### config.mk
export PLATFORM = sky130hd
export DESIGN_NAME = key_value_line_tokenizer
export DESIGN_NICKNAME = d
export VERILOG_FILES = /design/src/rtl/kvlt_pkg.sv /design/src/rtl/kvlt_datapath.sv /design/src/rtl/kvlt_ctrl.sv /design/src/rtl/key_value_line_tokenizer.sv
export VERILOG_INCLUDE_DIRS = /design/src /design/src/rtl
export SDC_FILE = /design/constraint.sdc
export NUM_CORES = 1
export LEC_CHECK = 0
export CORE_UTILIZATION = 45
export DETAILED_ROUTE_END_ITERATION = 10
export DONT_BUFFER_PORTS = 1
export GPL_TIMING_DRIVEN = 0
export HOLD_SLACK_MARGIN = 0.12
export SLEW_MARGIN = 20
export SYNTH_ARGS = -nofsm -noshare
export SYNTH_HDL_FRONTEND = slang
export SYNTH_HIERARCHICAL = 1
export SYNTH_SLANG_ARGS = --single-unit
### constraint.sdc
create_clock -name clk -period 4.56 [get_ports clk]
set_input_delay 0.912 -clock clk [delete_from_list [all_inputs] [get_ports clk]]
set_output_delay 0.912 -clock clk [all_outputs]
set_load 0.05 [all_outputs]
### src/rtl/key_value_line_tokenizer_defines.svh
// ---------------------------------------------------------------------------
// Key/value line tokenizer assertion macros
// Property wrappers shared by the modules of the tokenizer.
// ---------------------------------------------------------------------------
`ifndef KEY_VALUE_LINE_TOKENIZER_DEFINES_SVH
`define KEY_VALUE_LINE_TOKENIZER_DEFINES_SVH
`ifndef SYNTHESIS
// Consequent must hold in the same cycle as the antecedent.
`define KVLT_ASSERT_NOW(lbl, clk, rst_n, ante, cons, msg) \
  lbl: assert property (@(posedge clk) disable iff (!rst_n) (ante) |-> (cons)) \
    else $error(msg);
// Consequent must hold in the cycle after the antecedent.
`define KVLT_ASSERT_NEXT(lbl, clk, rst_n, ante, cons, msg) \
  lbl: assert property (@(posedge clk) disable iff (!rst_n) (ante) |=> (cons)) \
    else $error(msg);
`else
`define KVLT_ASSERT_NOW(lbl, clk, rst_n, ante, cons, msg)
`define KVLT_ASSERT_NEXT(lbl, clk, rst_n, ante, cons, msg)
`endif
`endif

### src/rtl/kvlt_pkg.sv
// ---------------------------------------------------------------------------
// Key/value line tokenizer package
// Result kinds, datapath command/status types and character classes.
// ---------------------------------------------------------------------------
package kvlt_pkg;

  localparam logic [7:0] CH_SPACE = 8'h20;
  localparam logic [7:0] CH_TAB   = 8'h09;
  localparam logic [7:0] CH_EQ    = 8'h3D;
  localparam logic [7:0] CH_UNDER = 8'h5F;
  localparam logic [7:0] CH_HASH  = 8'h23;
  localparam logic [7:0] CH_CR    = 8'h0D;
  localparam logic [7:0] CH_LF    = 8'h0A;
  localparam logic [7:0] CH_BSL   = 8'h5C;

  typedef enum logic [2:0] {
    K_NAME    = 3'd0,
    K_VALUE   = 3'd1,
    K_DONE    = 3'd2,
    K_ABANDON = 3'd3,
    K_OK      = 3'd4,
    K_ERROR   = 3'd5
  } kind_t;

  // Source of the character loaded into the output register.
  typedef enum logic [1:0] {
    SEL_ZERO = 2'd0,
    SEL_IN   = 2'd1,
    SEL_HEAD = 2'd2,
    SEL_PEND = 2'd3
  } csel_t;

  typedef struct packed {
    logic  out_load;
    kind_t out_kind;
    csel_t out_sel;
    logic  out_last;
    logic  hold_clear;
    logic  hold_push;
    logic  hold_pop;
    logic  pend_load;
  } cmd_t;

  typedef struct packed {
    logic hold_empty;
    logic hold_full;
  } sts_t;

  function automatic logic is_blank(input logic [7:0] c);
    return (c == CH_SPACE) || (c == CH_TAB);
  endfunction

  function automatic logic is_sep(input logic [7:0] c);
    return is_blank(c) || (c == CH_EQ);
  endfunction

  function automatic logic is_eol(input logic [7:0] c);
    return (c == CH_CR) || (c == CH_LF);
  endfunction

  function automatic logic is_name_char(input logic [7:0] c);
    return ((c >= 8'h30) && (c <= 8'h39)) || ((c >= 8'h41) && (c <= 8'h5A)) ||
           ((c >= 8'h61) && (c <= 8'h7A)) || (c == CH_UNDER);
  endfunction

endpackage

### src/rtl/kvlt_datapath.sv
// ---------------------------------------------------------------------------
// Key/value line tokenizer datapath
// Trailing-blank hold queue, pending value character and output register.
// ---------------------------------------------------------------------------
`include "key_value_line_tokenizer_defines.svh"

module kvlt_datapath #(
  parameter int HOLD_DEPTH = 16
) (
  input  logic            clk,
  input  logic            rst_n,
  input  logic [7:0]      in_byte_value,
  input  kvlt_pkg::cmd_t  cmd,
  output kvlt_pkg::sts_t  sts,
  output logic [2:0]      out_kind,
  output logic [7:0]      out_char_out,
  output logic            out_last
);

  localparam int CNT_W = $clog2(HOLD_DEPTH + 1);

  // Held blanks, oldest at index 0: 0 is a space, 1 is a tab.
  logic [HOLD_DEPTH-1:0] held_r, held_nxt;
  logic [CNT_W-1:0]      count_r, count_nxt;
  logic [CNT_W-1:0]      wr_pos;
  logic [7:0]            pend_r;
  logic [2:0]            kind_r;
  logic [7:0]            char_r, char_nxt;
  logic                  last_r;

  assign sts.hold_empty = (count_r == '0);
  assign sts.hold_full  = (count_r == CNT_W'(HOLD_DEPTH));

  // On a pop the queue shifts down, so a simultaneous push lands one lower.
  assign wr_pos = cmd.hold_pop ? count_r - CNT_W'(1) : count_r;

  always_comb begin
    held_nxt  = held_r;
    count_nxt = count_r;
    if (cmd.hold_clear) begin
      count_nxt = '0;
    end else begin
      for (int i = 0; i < HOLD_DEPTH; i++) begin
        if (cmd.hold_pop && (i + 1 < HOLD_DEPTH)) begin
          held_nxt[i] = held_r[(i + 1 < HOLD_DEPTH) ? i + 1 : i];
        end
        if (cmd.hold_push && (CNT_W'(i) == wr_pos)) begin
          held_nxt[i] = (in_byte_value == kvlt_pkg::CH_TAB);
        end
      end
      if (cmd.hold_push && !cmd.hold_pop) begin
        count_nxt = count_r + CNT_W'(1);
      end else if (cmd.hold_pop && !cmd.hold_push) begin
        count_nxt = count_r - CNT_W'(1);
      end
    end
  end

  always_comb begin
    case (cmd.out_sel)
      kvlt_pkg::SEL_IN:   char_nxt = in_byte_value;
      kvlt_pkg::SEL_HEAD: char_nxt = held_r[0] ? kvlt_pkg::CH_TAB : kvlt_pkg::CH_SPACE;
      kvlt_pkg::SEL_PEND: char_nxt = pend_r;
      default:            char_nxt = 8'h00;
    endcase
  end

  always_ff @(posedge clk) begin
    if (!rst_n) begin
      count_r <= '0;
    end else begin
      count_r <= count_nxt;
    end
  end

  always_ff @(posedge clk) begin
    held_r <= held_nxt;
    if (cmd.pend_load) begin
      pend_r <= in_byte_value;
    end
    if (cmd.out_load) begin
      kind_r <= cmd.out_kind;
      char_r <= char_nxt;
      last_r <= cmd.out_last;
    end
  end

  assign out_kind     = kind_r;
  assign out_char_out = char_r;
  assign out_last     = last_r;

  `KVLT_ASSERT_NOW(a_count_bound, clk, rst_n, 1'b1, count_r <= CNT_W'(HOLD_DEPTH),
    "hold count exceeds depth")
  `KVLT_ASSERT_NOW(a_push_room, clk, rst_n, cmd.hold_push && !cmd.hold_pop,
    !sts.hold_full, "blank pushed into a full hold")
  `KVLT_ASSERT_NOW(a_pop_nonempty, clk, rst_n, cmd.hold_pop, !sts.hold_empty,
    "blank popped from an empty hold")

endmodule

### src/rtl/kvlt_ctrl.sv
// ---------------------------------------------------------------------------
// Key/value line tokenizer controller
// Parse state machine, flush sequencing and output valid.
// ---------------------------------------------------------------------------
`include "key_value_line_tokenizer_defines.svh"

module kvlt_ctrl (
  input  logic            clk,
  input  logic            rst_n,
  input  logic            in_valid,
  output logic            in_ready,
  input  logic [7:0]      in_byte_value,
  input  logic            in_end_of_input,
  output logic            out_valid,
  input  logic            out_ready,
  input  kvlt_pkg::sts_t  sts,
  output kvlt_pkg::cmd_t  cmd
);

  typedef enum logic [2:0] {
    S_SEEK_NAME  = 3'd0,
    S_COMMENT    = 3'd1,
    S_NAME       = 3'd2,
    S_SEEK_VALUE = 3'd3,
    S_VALUE      = 3'd4,
    S_ESCAPE     = 3'd5,
    S_FLUSH      = 3'd6
  } state_t;

  state_t     state_r, state_nxt;
  logic       out_valid_r, out_valid_nxt;
  logic       slot_free;
  logic       acc;
  logic [7:0] c;

  assign c         = in_byte_value;
  assign slot_free = !out_valid_r || out_ready;
  assign in_ready  = (state_r != S_FLUSH) && slot_free;
  assign acc       = in_valid && in_ready;
  assign out_valid = out_valid_r;

  always_comb begin
    cmd           = '0;
    cmd.out_kind  = kvlt_pkg::K_VALUE;
    cmd.out_sel   = kvlt_pkg::SEL_ZERO;
    state_nxt     = state_r;
    out_valid_nxt = out_valid_r && !out_ready;

    if (state_r == S_FLUSH) begin
      if (slot_free) begin
        cmd.out_load  = 1'b1;
        out_valid_nxt = 1'b1;
        if (!sts.hold_empty) begin
          cmd.out_sel  = kvlt_pkg::SEL_HEAD;
          cmd.hold_pop = 1'b1;
        end else begin
          cmd.out_sel  = kvlt_pkg::SEL_PEND;
          cmd.out_last = 1'b1;
          state_nxt    = S_VALUE;
        end
      end
    end else if (acc) begin
      cmd.out_last = 1'b1;
      if (in_end_of_input) begin
        cmd.out_load   = 1'b1;
        cmd.out_kind   = (state_r == S_SEEK_NAME) ? kvlt_pkg::K_OK : kvlt_pkg::K_ERROR;
        cmd.hold_clear = 1'b1;
        state_nxt      = S_SEEK_NAME;
      end else begin
        unique case (state_r)
          S_COMMENT: begin
            if (kvlt_pkg::is_eol(c)) begin
              state_nxt = S_SEEK_NAME;
            end
          end
          S_NAME: begin
            if (kvlt_pkg::is_name_char(c)) begin
              cmd.out_load = 1'b1;
              cmd.out_kind = kvlt_pkg::K_NAME;
              cmd.out_sel  = kvlt_pkg::SEL_IN;
            end else if (kvlt_pkg::is_sep(c)) begin
              state_nxt = S_SEEK_VALUE;
            end else begin
              cmd.out_load = 1'b1;
              cmd.out_kind = kvlt_pkg::K_ABANDON;
              state_nxt    = kvlt_pkg::is_eol(c) ? S_SEEK_NAME : S_COMMENT;
            end
          end
          S_SEEK_VALUE: begin
            if (kvlt_pkg::is_eol(c) || (c == kvlt_pkg::CH_HASH)) begin
              cmd.out_load = 1'b1;
              cmd.out_kind = kvlt_pkg::K_ABANDON;
              state_nxt    = kvlt_pkg::is_eol(c) ? S_SEEK_NAME : S_COMMENT;
            end else if (c == kvlt_pkg::CH_BSL) begin
              cmd.hold_clear = 1'b1;
              state_nxt      = S_ESCAPE;
            end else if (!kvlt_pkg::is_sep(c)) begin
              cmd.hold_clear = 1'b1;
              cmd.out_load   = 1'b1;
              cmd.out_sel    = kvlt_pkg::SEL_IN;
              state_nxt      = S_VALUE;
            end
          end
          S_VALUE, S_ESCAPE: begin
            if ((state_r == S_VALUE) && (c == kvlt_pkg::CH_BSL)) begin
              state_nxt = S_ESCAPE;
            end else if ((state_r == S_VALUE) &&
                         (kvlt_pkg::is_eol(c) || (c == kvlt_pkg::CH_HASH))) begin
              cmd.hold_clear = 1'b1;
              cmd.out_load   = 1'b1;
              cmd.out_kind   = kvlt_pkg::K_DONE;
              state_nxt      = kvlt_pkg::is_eol(c) ? S_SEEK_NAME : S_COMMENT;
            end else if ((state_r == S_ESCAPE) && kvlt_pkg::is_eol(c)) begin
              // An escaped line end is dropped.
              state_nxt = S_VALUE;
            end else if (kvlt_pkg::is_blank(c)) begin
              // A full hold gives up its oldest blank as this item's result.
              cmd.hold_push = 1'b1;
              state_nxt     = S_VALUE;
              if (sts.hold_full) begin
                cmd.hold_pop = 1'b1;
                cmd.out_load = 1'b1;
                cmd.out_sel  = kvlt_pkg::SEL_HEAD;
              end
            end else if (!sts.hold_empty) begin
              // Held blanks go out first; the character waits in the datapath.
              cmd.pend_load = 1'b1;
              state_nxt     = S_FLUSH;
            end else begin
              cmd.out_load = 1'b1;
              cmd.out_sel  = kvlt_pkg::SEL_IN;
              state_nxt    = S_VALUE;
            end
          end
          default: begin
            if (c == kvlt_pkg::CH_HASH) begin
              state_nxt = S_COMMENT;
            end else if (kvlt_pkg::is_name_char(c)) begin
              cmd.out_load = 1'b1;
              cmd.out_kind = kvlt_pkg::K_NAME;
              cmd.out_sel  = kvlt_pkg::SEL_IN;
              state_nxt    = S_NAME;
            end else begin
              state_nxt = S_SEEK_NAME;
            end
          end
        endcase
      end
      if (cmd.out_load) begin
        out_valid_nxt = 1'b1;
      end
    end
  end

  always_ff @(posedge clk) begin
    if (!rst_n) begin
      state_r     <= S_SEEK_NAME;
      out_valid_r <= 1'b0;
    end else begin
      state_r     <= state_nxt;
      out_valid_r <= out_valid_nxt;
    end
  end

  `KVLT_ASSERT_NOW(a_no_overwrite, clk, rst_n, cmd.out_load, slot_free,
    "output register loaded while a result is stalled")
  `KVLT_ASSERT_NEXT(a_flush_entry, clk, rst_n, acc && cmd.pend_load,
    (state_r == S_FLUSH) && !sts.hold_empty, "flush entered without held blanks")
  `KVLT_ASSERT_NEXT(a_flush_exit, clk, rst_n,
    (state_r == S_FLUSH) && slot_free && sts.hold_empty,
    (state_r == S_VALUE) && out_valid_r, "flush did not end with the pending character")

endmodule

### src/rtl/key_value_line_tokenizer.sv
// ---------------------------------------------------------------------------
// Key/value line tokenizer
// Tags name/value text one byte per item with a parse state machine.
// ---------------------------------------------------------------------------
// Usage:
//   The input channel (in_valid/in_ready) carries one byte per item, or an
//   end-of-input mark that ends the text with an ok or error result.
//   The result channel (out_valid/out_ready) carries kind, character and a
//   last flag that marks the final result caused by an input item.
//   The first result of an item appears in the output register in the
//   cycle after the item is accepted, except for the flush case below.
//   Most items cause zero or one result, and one item is taken every cycle
//   while the output register is free or being drained outside a flush.
//   A non-blank value character that follows N held trailing blanks waits in
//   the datapath while the held blanks leave one per cycle when the output
//   register is free, then goes out as the item's last result; in_ready
//   stays low after it is accepted until it is loaded for output.
//   When the receiver stalls, the output register holds its result and
//   in_ready drops until the result is taken.
//   Reset puts the parser in the seek-name state with an empty hold queue
//   and no result pending.
// ---------------------------------------------------------------------------
module key_value_line_tokenizer #(
  parameter int HOLD_DEPTH = 16
) (
  input  logic       clk,
  input  logic       rst_n,
  input  logic       in_valid,
  output logic       in_ready,
  input  logic [7:0] in_byte_value,
  input  logic       in_end_of_input,
  output logic       out_valid,
  input  logic       out_ready,
  output logic [2:0] out_kind,
  output logic [7:0] out_char_out,
  output logic       out_last
);

  kvlt_pkg::cmd_t cmd;
  kvlt_pkg::sts_t sts;

  kvlt_ctrl u_ctrl (
    .clk             (clk),
    .rst_n           (rst_n),
    .in_valid        (in_valid),
    .in_ready        (in_ready),
    .in_byte_value   (in_byte_value),
    .in_end_of_input (in_end_of_input),
    .out_valid       (out_valid),
    .out_ready       (out_ready),
    .sts             (sts),
    .cmd             (cmd)
  );

  kvlt_datapath #(
    .HOLD_DEPTH (HOLD_DEPTH)
  ) u_datapath (
    .clk           (clk),
    .rst_n         (rst_n),
    .in_byte_value (in_byte_value),
    .cmd           (cmd),
    .sts           (sts),
    .out_kind      (out_kind),
    .out_char_out  (out_char_out),
    .out_last      (out_last)
  );

endmodule
# Yosys cells after proc, flatten, opt, wreduce, memory -nomap -nowiden
# Index checks and enable logic that the tools add are counted.
# op_classes
add_sub_neg	2
order_cmp	6
n_eq_ne	39
muxes	112
n_bitwise	3
reduce_logical	79
# op_table
cell	n
$mux 3	20
$mux 1	59
$eq 4x5->1 const A	8
$reduce_bool 2->1	17
$reduce_and 2->1	16
$mux 2	15
$logic_and 1x1->1	27
$eq 8x4->1 const B	3
$eq 8x6->1 const B	3
$mux 4	6
$mux 6	4
$pmux 6 s4	1
$pmux 8 s3	1
$eq 3x5->1 const A	4
$eq 8x7->1 const B	2
$ge 8x7->1 const B	2
$le 8x7->1 const B	2
$mux 5	3
$pmux 3 s4	1
$mux 11	1
$eq 2x5->1 const A	2
$logic_not 5->1	2
$eq 3x3->1 const B	3
$ge 8x6->1 const B	1
other kinds (21)	38
# totals
register_bits	45
inputBits	13
out_inout_bits	14
elab_cells	264

# Depth between registers and ports, before layout
# Gate-level depths: netlist of the first run.
# depth
ltp_word	18
mapped_depth	14
depth_no_buf	12

# By module
# Netlist of the first run, hierarchy kept.
# by_module_without_submodules
module	n_inst	cells_each	area_each_um2	seq_area_each_um2
kvlt_datapath	1	184	2258.4	1181.1
kvlt_ctrl	1	145	985.9	80.1

# Worst setup path before layout of the first run
# No wires, ideal clock.
# synth_path
kind	in2reg
start	in in_byte_value[5]
end	reg u_datapath.count_r[4]
setup_ns	0.118
t_arrival_ns	4.051
required_time_ns	4.442
setup_slack_ns	0.391
stages	14
n_path_buf	2
path_cell_list	buf_6 -> and3b_1 -> o211ai_2 -> a211oi_2 -> or4_4 -> or3_1 -> o21ai_0 -> inv_2 -> clkbuf_1 -> ha_1 -> or4b_1 -> a21oi_1 -> xnor2_1 -> nor2_1
# synth_lines
item	line	text
start: declaration	key_value_line_tokenizer.sv:30	input logic [7:0] in_byte_value,
end signal: assignment	kvlt_datapath.sv:72	count_r <= count_nxt;
end: declaration	kvlt_datapath.sv:24	logic [CNT_W-1:0] count_r, count_nxt;

==> out/metrics.yaml, run 1 <==
status:
  status: "complete, no violations"
synthesis:
  ys_top_cells_by_area: "edfxtp_1 33%, dfxtp_1 5.6%, a21oi_1 4.5%"
  ys_async_sr_fraction_pct: 0
  synth_seq_area_share_pct: 38.9
  synth_edf_count: 36
  ys.flop_type: "edfxtp_1"
  ys_seq_elements: 45
  syn_nets: 346
  yosysTopAreaCell: "edfxtp_1"
  yosysTopAreaCellShare_pct: 33.3
  mappedNetlistArea_um2: 3240
  syn_avg_cell_area_um2: 9.86
  ys_types: 74
  synthCells: 329
  yosys_warnings: 6
finish:
  fin_nets: 353
  final_cell_mix: "36 x edfxtp_1, 29 x nor2_1, 29 x a21oi_1"
  fin_util_pct: 50.3
  final_common_cell: "edfxtp_1"
  areaGrowthSynthToFinish_pct: 6.59
  fin_cells: 433
  antenna_cells: 0
  drive_above_1_share_pct: 15.7
global_route:
  grtUsageTotal_pct: 20.1
  grt-ovfl-total: 0
  grt_pass1_wl_um: 11900
  antenna_found_initial: 0
  grt_max_degree: 17
  grt_pass1_vias: 2403
placed_design:
  gp_congestion: 0.924
  port_buffers: 0
  dp_slack_ns: -0.136
  dp.cells: 425
  dp_hpwl_um: 5300
sta:
  fin_crit_ns: 4.33
  slew_violations: 0
  min_period_over_period_pct: 94.9
  whs_ns: 0.539
  skew_ns: 0.00896
  max_slew.worst_pin.slew_ns: 0.726
  finalSetupViolations: 0
  maxSlewHeadroom_pct: 51.4
  max_freq_ghz: 0.231
  rsz0062_at_grt: "no"
  hold_viol_final: 0
  worst_slack_ns: 0.231
hold_path:
  worstHoldEndpoint: "u_datapath/held_r[10]$_DFFE_PP_"
  hold_path_class: "reg2reg"
  hold_depth: 1
  hold_start: "u_datapath/held_r[11]$_DFFE_PP_"
critical_path:
  r2r-start: "u_ctrl/out_valid$_SDFF_PN0_"
  r2r_slack_ns: 0.43
  cp.required_ns: 4.75
  critPathLaunchType: "input pin"
  path_class: "in2reg"
  rr_endpoint: "u_datapath/count_r[4]$_SDFFE_PP0P_"
  r2r_cells: 12
  crit_fanout: 10
  cp.arrival_ns: 4.52
  endpoint_kind: "flip-flop"
routing:
  drt-total-wl_um: 7120
  first_iter_violations: 126
  wl_per_cell_um: 16.4
  route.detailed.drc: 0
  ant_nets: 0
  drt_pass1_iterations: 5
  vias_per_cell: 5.93
  num_vias: 2567
die:
  start_util_pct: 47.2
  dieArea_um2: 7550
  core-area_um2: 6870
  fp.dieH_um: 86.9
  die_x_um: 86.9
  io_pins: 27
  rows: 30
clocking:
  post_cts_buffers: 0
  root_buffer: "clkbuf_8"
  hold_buffers: 0
  clock_latency_ns: 0.30
  post_cts_resized: 0
  cts_made_buffers: 5
  htree_levels: 2
  cts.clk_slew.worst_paths_ns: 0.09
  cts_num_sinks: 45
  cts_tree: "yes"
  clk_path_buf_depth: 2
power:
  peakVddDrop_v: 0.0000916
  power_density_nw_per_um2: 252
  p_leak_nw: 1.14
job:
  drv_cap: 0
==> synth_stat cells, types with 10 or more instances <==
master / instances
a21oi_1: 29
edfxtp_1: 36
inv_1: 10
nand2_1: 20
nand3_1: 10
nor2_1: 29
o211ai_1: 13
o21ai_0: 10
==> registers in the layout, indices dropped and copies added, names as in the netlist <==
name / cells
u_datapath/held_r: 16
u_datapath/out_kind: 3
u_datapath/count_r: 5
u_datapath/out_last: 1
u_datapath/out_char_out: 8
u_ctrl/state_r: 3
u_ctrl/out_valid: 1
u_datapath/pend_r: 8
==> power breakdown <==
part | internal, mW | switching [mW]
Combinational | 0.0304 | 0.0631
Sequential | 0.462 | 0.0566
Clock | 0.111 | 0.148
==> layer usage <==
layer / wire [um] / share of wire [%] / global-route usage [%] / vias to the layer above
met1: 3190 / 45 / 26.5 / 1212
met5: 0 / 0 / 0 / -
li1: - / - / - / 1278
met3: 325 / 4.6 / 3.41 / 7
met4: 90 / 1.3 / 6.21 / 0
met2: 3510 / 49 / 33.9 / 70
==> layout make-up <==
class | instances | area, um^2
clock inverter | 3 | 25.0
clock buffer | 5 | 68.8
inverter | 12 | 45.0
fill | 659 | 3410
tap | 96 | 120
buffer | 20 | 116
multi-input combinational | 252 | 1820
sequential | 45 | 1260
==> cells by family after synthesis <==
family | count (synthesis) | synth area share, %
AO/OA/AOI/OAI | 94 | 21.7
AND/OR/NAND/NOR | 125 | 23.1
multiplexers | 25 | 8.68
XOR/XNOR | 4 | 1.08
buffers and inverters | 32 | 4.97
flip-flops | 45 | 38.9
adder cells (fa/ha/maj) | 4 | 1.54
==> worst max path at each step <==
stage                                 from  depth (start not counted)                                 end
after floorplan           in_byte_value[5]                         14  u_datapath/count_r[4]$_SDFFE_PP0P_
after global placement    in_byte_value[2]                         14  u_datapath/count_r[4]$_SDFFE_PP0P_
after detailed placement  in_byte_value[2]                         14  u_datapath/count_r[4]$_SDFFE_PP0P_
after CTS                 in_byte_value[2]                         14  u_datapath/count_r[4]$_SDFFE_PP0P_
after global routing      in_byte_value[2]                         14  u_datapath/count_r[3]$_SDFFE_PP0P_
final                     in_byte_value[2]                         14  u_datapath/count_r[4]$_SDFFE_PP0P_
==> worst max-delay path, stage by stage <==
cell	delay (ns)
buf_2	0.16
and4b_1	0.22
nand4b_1	0.21
o21ai_1	0.14
or4_4	0.52
or3_1	0.37
o21ai_1	0.29
inv_2	0.21
clkbuf_1	0.29
ha_1	0.35
or4b_1	0.48
a21oi_1	0.17
xnor2_1	0.14
nor2_1	0.05
==> through the flow <==
step / power (mW) / setup TNS, ns / instance area, um^2
after floorplan: 0.599 / 0 / 3240
after global placement: 0.620 / -0.207 / 3360
after detailed placement: 0.620 / -0.246 / 3360
after CTS: 0.885 / 0 / 3460
after global routing: 0.910 / 0 / 3460
final: 0.871 / 0 / 3460
(Power assumes the default switching activity.)
==> run 2, diff against run 1 <==
- CORE_MARGIN: not set -> 4
- MAX_ROUTING_LAYER: not set -> met4
- clock period: 4.56 -> 3.5 ns (I/O delays scaled with it)
==> run 2 against run 1 <==
  * Power is 38% higher
  * Critical path type unchanged
  * Final cell count up 2.8%
  * Flip-flop and latch count is the same
  * The flow now finishes with violations (setup timing)
  * First-iteration DRC count increased by 20%
  * Register-to-register slack worse by 0.40 ns
  * Worst hold slack lost 0.053 ns
  * Global-route usage is 1.2 points lower
==> out/metrics.yaml, run 2 (synthesized netlist as in run 1, its figures left out) <==
critical_path:
  cp.required_ns: 3.55  # -1.20 ns
  cp_slowest_cell: "or4_4"
  r2r_cells: 12  # unchanged
  cp.buffers_inverters: 2  # -1
  cp_cell_sequence: "buf_12, and4b_1, nand4b_1, o21ai_2, or4_4, or3_4, o21ai_4, and4bb_4, mux2i_4, buf_6, o211ai_1, mux2_1"
  r2r_slack_ns: 0.03  # -0.40 ns
  path_class: "in2reg"
  endpoint_kind: "flip-flop"
  cp.arrival_ns: 3.57  # -0.95 ns
  critPathLaunchType: "input pin"
  path_delay_family: "simple AND/OR/NAND/NOR gates"
  cp_slowest_stage_delay_ns: 0.54  # +0.02 ns
  r2r-start: "u_ctrl/state_r[2]$_SDFFE_PN0P_"
  rr_endpoint: "u_datapath/held_r[3]$_DFFE_PP_"
  crit_fanout: 7  # -3
routing:
  route.detailed.drc: 0  # unchanged
  ant_nets: 0  # unchanged
  vias_per_cell: 6.02  # +1.5%
  drt-total-wl_um: 7770  # +9.1%
  drt_pass1_iterations: 5  # unchanged
  first_iter_violations: 151  # +20%
  wl_per_cell_um: 17.5  # +6.2%
  num_vias: 2677  # +4.3%
job:
  drv_cap: 0  # unchanged
finish:
  drive_above_1_share_pct: 22.1  # +6.3 points
  regMostFlops: "u_datapath/held_r"
  antenna_cells: 0  # unchanged
  largest_reg_flops: 16  # unchanged
  fin_util_pct: 53.3  # +2.9 points
  design_area_um2: 3680  # +6.4%
  areaGrowthSynthToFinish_pct: 13.4
  final_cell_mix: "36 x edfxtp_1, 29 x nor2_1, 27 x a21oi_1"
  fin_cells: 445  # +2.8%
  final_common_cell: "edfxtp_1"
  fin_nets: 366  # +3.7%
hold_path:
  hold_depth: 0  # -1
  hold_start: "in_byte_value[6]"
  worstHoldEndpoint: "u_datapath/pend_r[6]$_DFFE_PP_"
  hold_path_class: "in2reg"
global_route:
  grt_max_degree: 14  # -3
  grt_pass1_vias: 2489  # +3.6%
  grt_pass1_wl_um: 12700  # +6.4%
  antenna_found_initial: 0  # unchanged
  grtUsageTotal_pct: 18.9  # -1.2 points
  grt-ovfl-total: 0  # unchanged
power:
  p_leak_nw: 1.24  # +8.9%
  swShare_pct: 28.6  # -2.2 points
  p_sw_uw: 343  # +28%
  p_seq_share_pct: 56.3  # -3.2 points
  peakVddDrop_v: 0.000170  # +85%
  p_int_uw: 858  # +42%
  comb_power_share_pct: 11.2  # +0.5 points
  power_density_nw_per_um2: 327  # +30%
  power_frac_clock_pct: 32.5  # +2.8 points
  power_mw: 1.20  # +38%
sta:
  max_slew.worst_pin.slew_ns: 0.763  # +0.0361 ns
  finalSetupViolations: 1  # +1
  min_period_over_period_pct: 100
  worst_slack_ns: -0.0132  # -0.244 ns
  hold_viol_final: 0  # unchanged
  rsz0062_at_grt: "yes"
  slew_violations: 0  # unchanged
  skew_ns: 0.0116  # +0.00269 ns
  max_freq_ghz: 0.285
  fin_crit_ns: 3.51
  maxSlewHeadroom_pct: 49.0  # -2.4 points
placed_design:
  placed_cell_area_um2: 3430  # +1.9%
  dp.cells: 425  # unchanged
  dp_slack_ns: -0.504  # -0.368 ns
  port_buffers: 0  # unchanged
  dp_hpwl_um: 5560  # +4.8%
  gp_congestion: 0.915  # -0.92%
die:
  io_pins: 27  # unchanged
  fp.dieH_um: 92.9  # +6.9%
  core-area_um2: 6910  # +0.55%
  start_util_pct: 47.0  # -0.26 points
  die_x_um: 92.9  # +6.9%
  rows: 30  # unchanged
  dieArea_um2: 8630  # +14%
clocking:
  cts_tree: "yes"
  root_buffer: "clkbuf_8"
  cts_made_buffers: 5  # unchanged
  clock_latency_ns: 0.30  # about the same
  cts_num_sinks: 45  # unchanged
  hold_buffers: 0  # unchanged
  cts.clk_slew.worst_paths_ns: 0.09  # about the same
  htree_levels: 2  # unchanged
  clk_path_buf_depth: 2  # unchanged
status:
  status: "finished with violations"
  failed_checks: "setup timing"
==> run 2: area by class of cell <==
type / instances / area (um^2)
tap: 96 / 120
fill: 655 / 3230
sequential: 45 / 1260
multi-input combinational: 252 / 1890
clock inverter: 2 / 35.0
timing repair buffer: 13 / 97.6
clock buffer: 5 / 68.8
inverter: 12 / 47.5
buffer: 20 / 159
==> run 2: metal layers <==
layer	GRT usage (%)	routed length (um)	part of all wire (%)
met4	4.03	62	0.80
met5	-	0	0
met1	27.2	3740	48
met3	2.92	420	5.4
met2	28.3	3550	46
==> run 2: through the flow <==
| stage | TNS, ns | hold slack, ns |
|---|---|---|
| floorplan | -2.72 | 0.508 |
| global placement | -11.77 | 0.510 |
| detailed placement | -12.33 | 0.522 |
| CTS | 0 | 0.477 |
| global route | -0.921 | 0.471 |
| finish | -0.0132 | 0.486 |
==> run 2: power groups by stage <==
stage               registers [mW]  logic (mW)  clock network [mW]
global route                 0.679       0.147               0.427
CTS                          0.677       0.125               0.409
floorplan                    0.686      0.0963                   0
detailed placement           0.689       0.123                   0
finish                       0.676       0.135               0.390
global placement             0.689       0.123                   0
==> run 2: what timing repair did <==
item / 4_1_cts / 5_1_grt
pin swaps: 3 / 6
hold endpoints to repair: 0 / 0
gates cloned: 1 / 0
buffers inserted: 5 / 7
endpoints found under the setup margin: 31 / 28
gates resized for setup: 4 / 10
==> run 2: worst register-to-register path: cells and delay by family, from the launching register on <==
kind	cells	cell delay, ns
buffers and inverters	3	0.50
DFF	1	0.31
and+or+nand+nor	4	1.42
muxes	2	0.66
AOI/OAI and AO/OA	3	0.34
==> run 2: how the worst max path moves through the flow <==
stage,from,endpoint,depth (start not counted)
global route,in_byte_value[3],u_datapath/held_r[3]$_DFFE_PP_,12
finish,in_byte_value[3],u_datapath/held_r[3]$_DFFE_PP_,12
detailed placement,in_byte_value[2],u_datapath/held_r[3]$_DFFE_PP_,12
CTS,in_byte_value[2],u_datapath/held_r[3]$_DFFE_PP_,12
global placement,in_byte_value[2],u_datapath/held_r[3]$_DFFE_PP_,12
floorplan,in_byte_value[3],u_datapath/held_r[3]$_DFFE_PP_,12
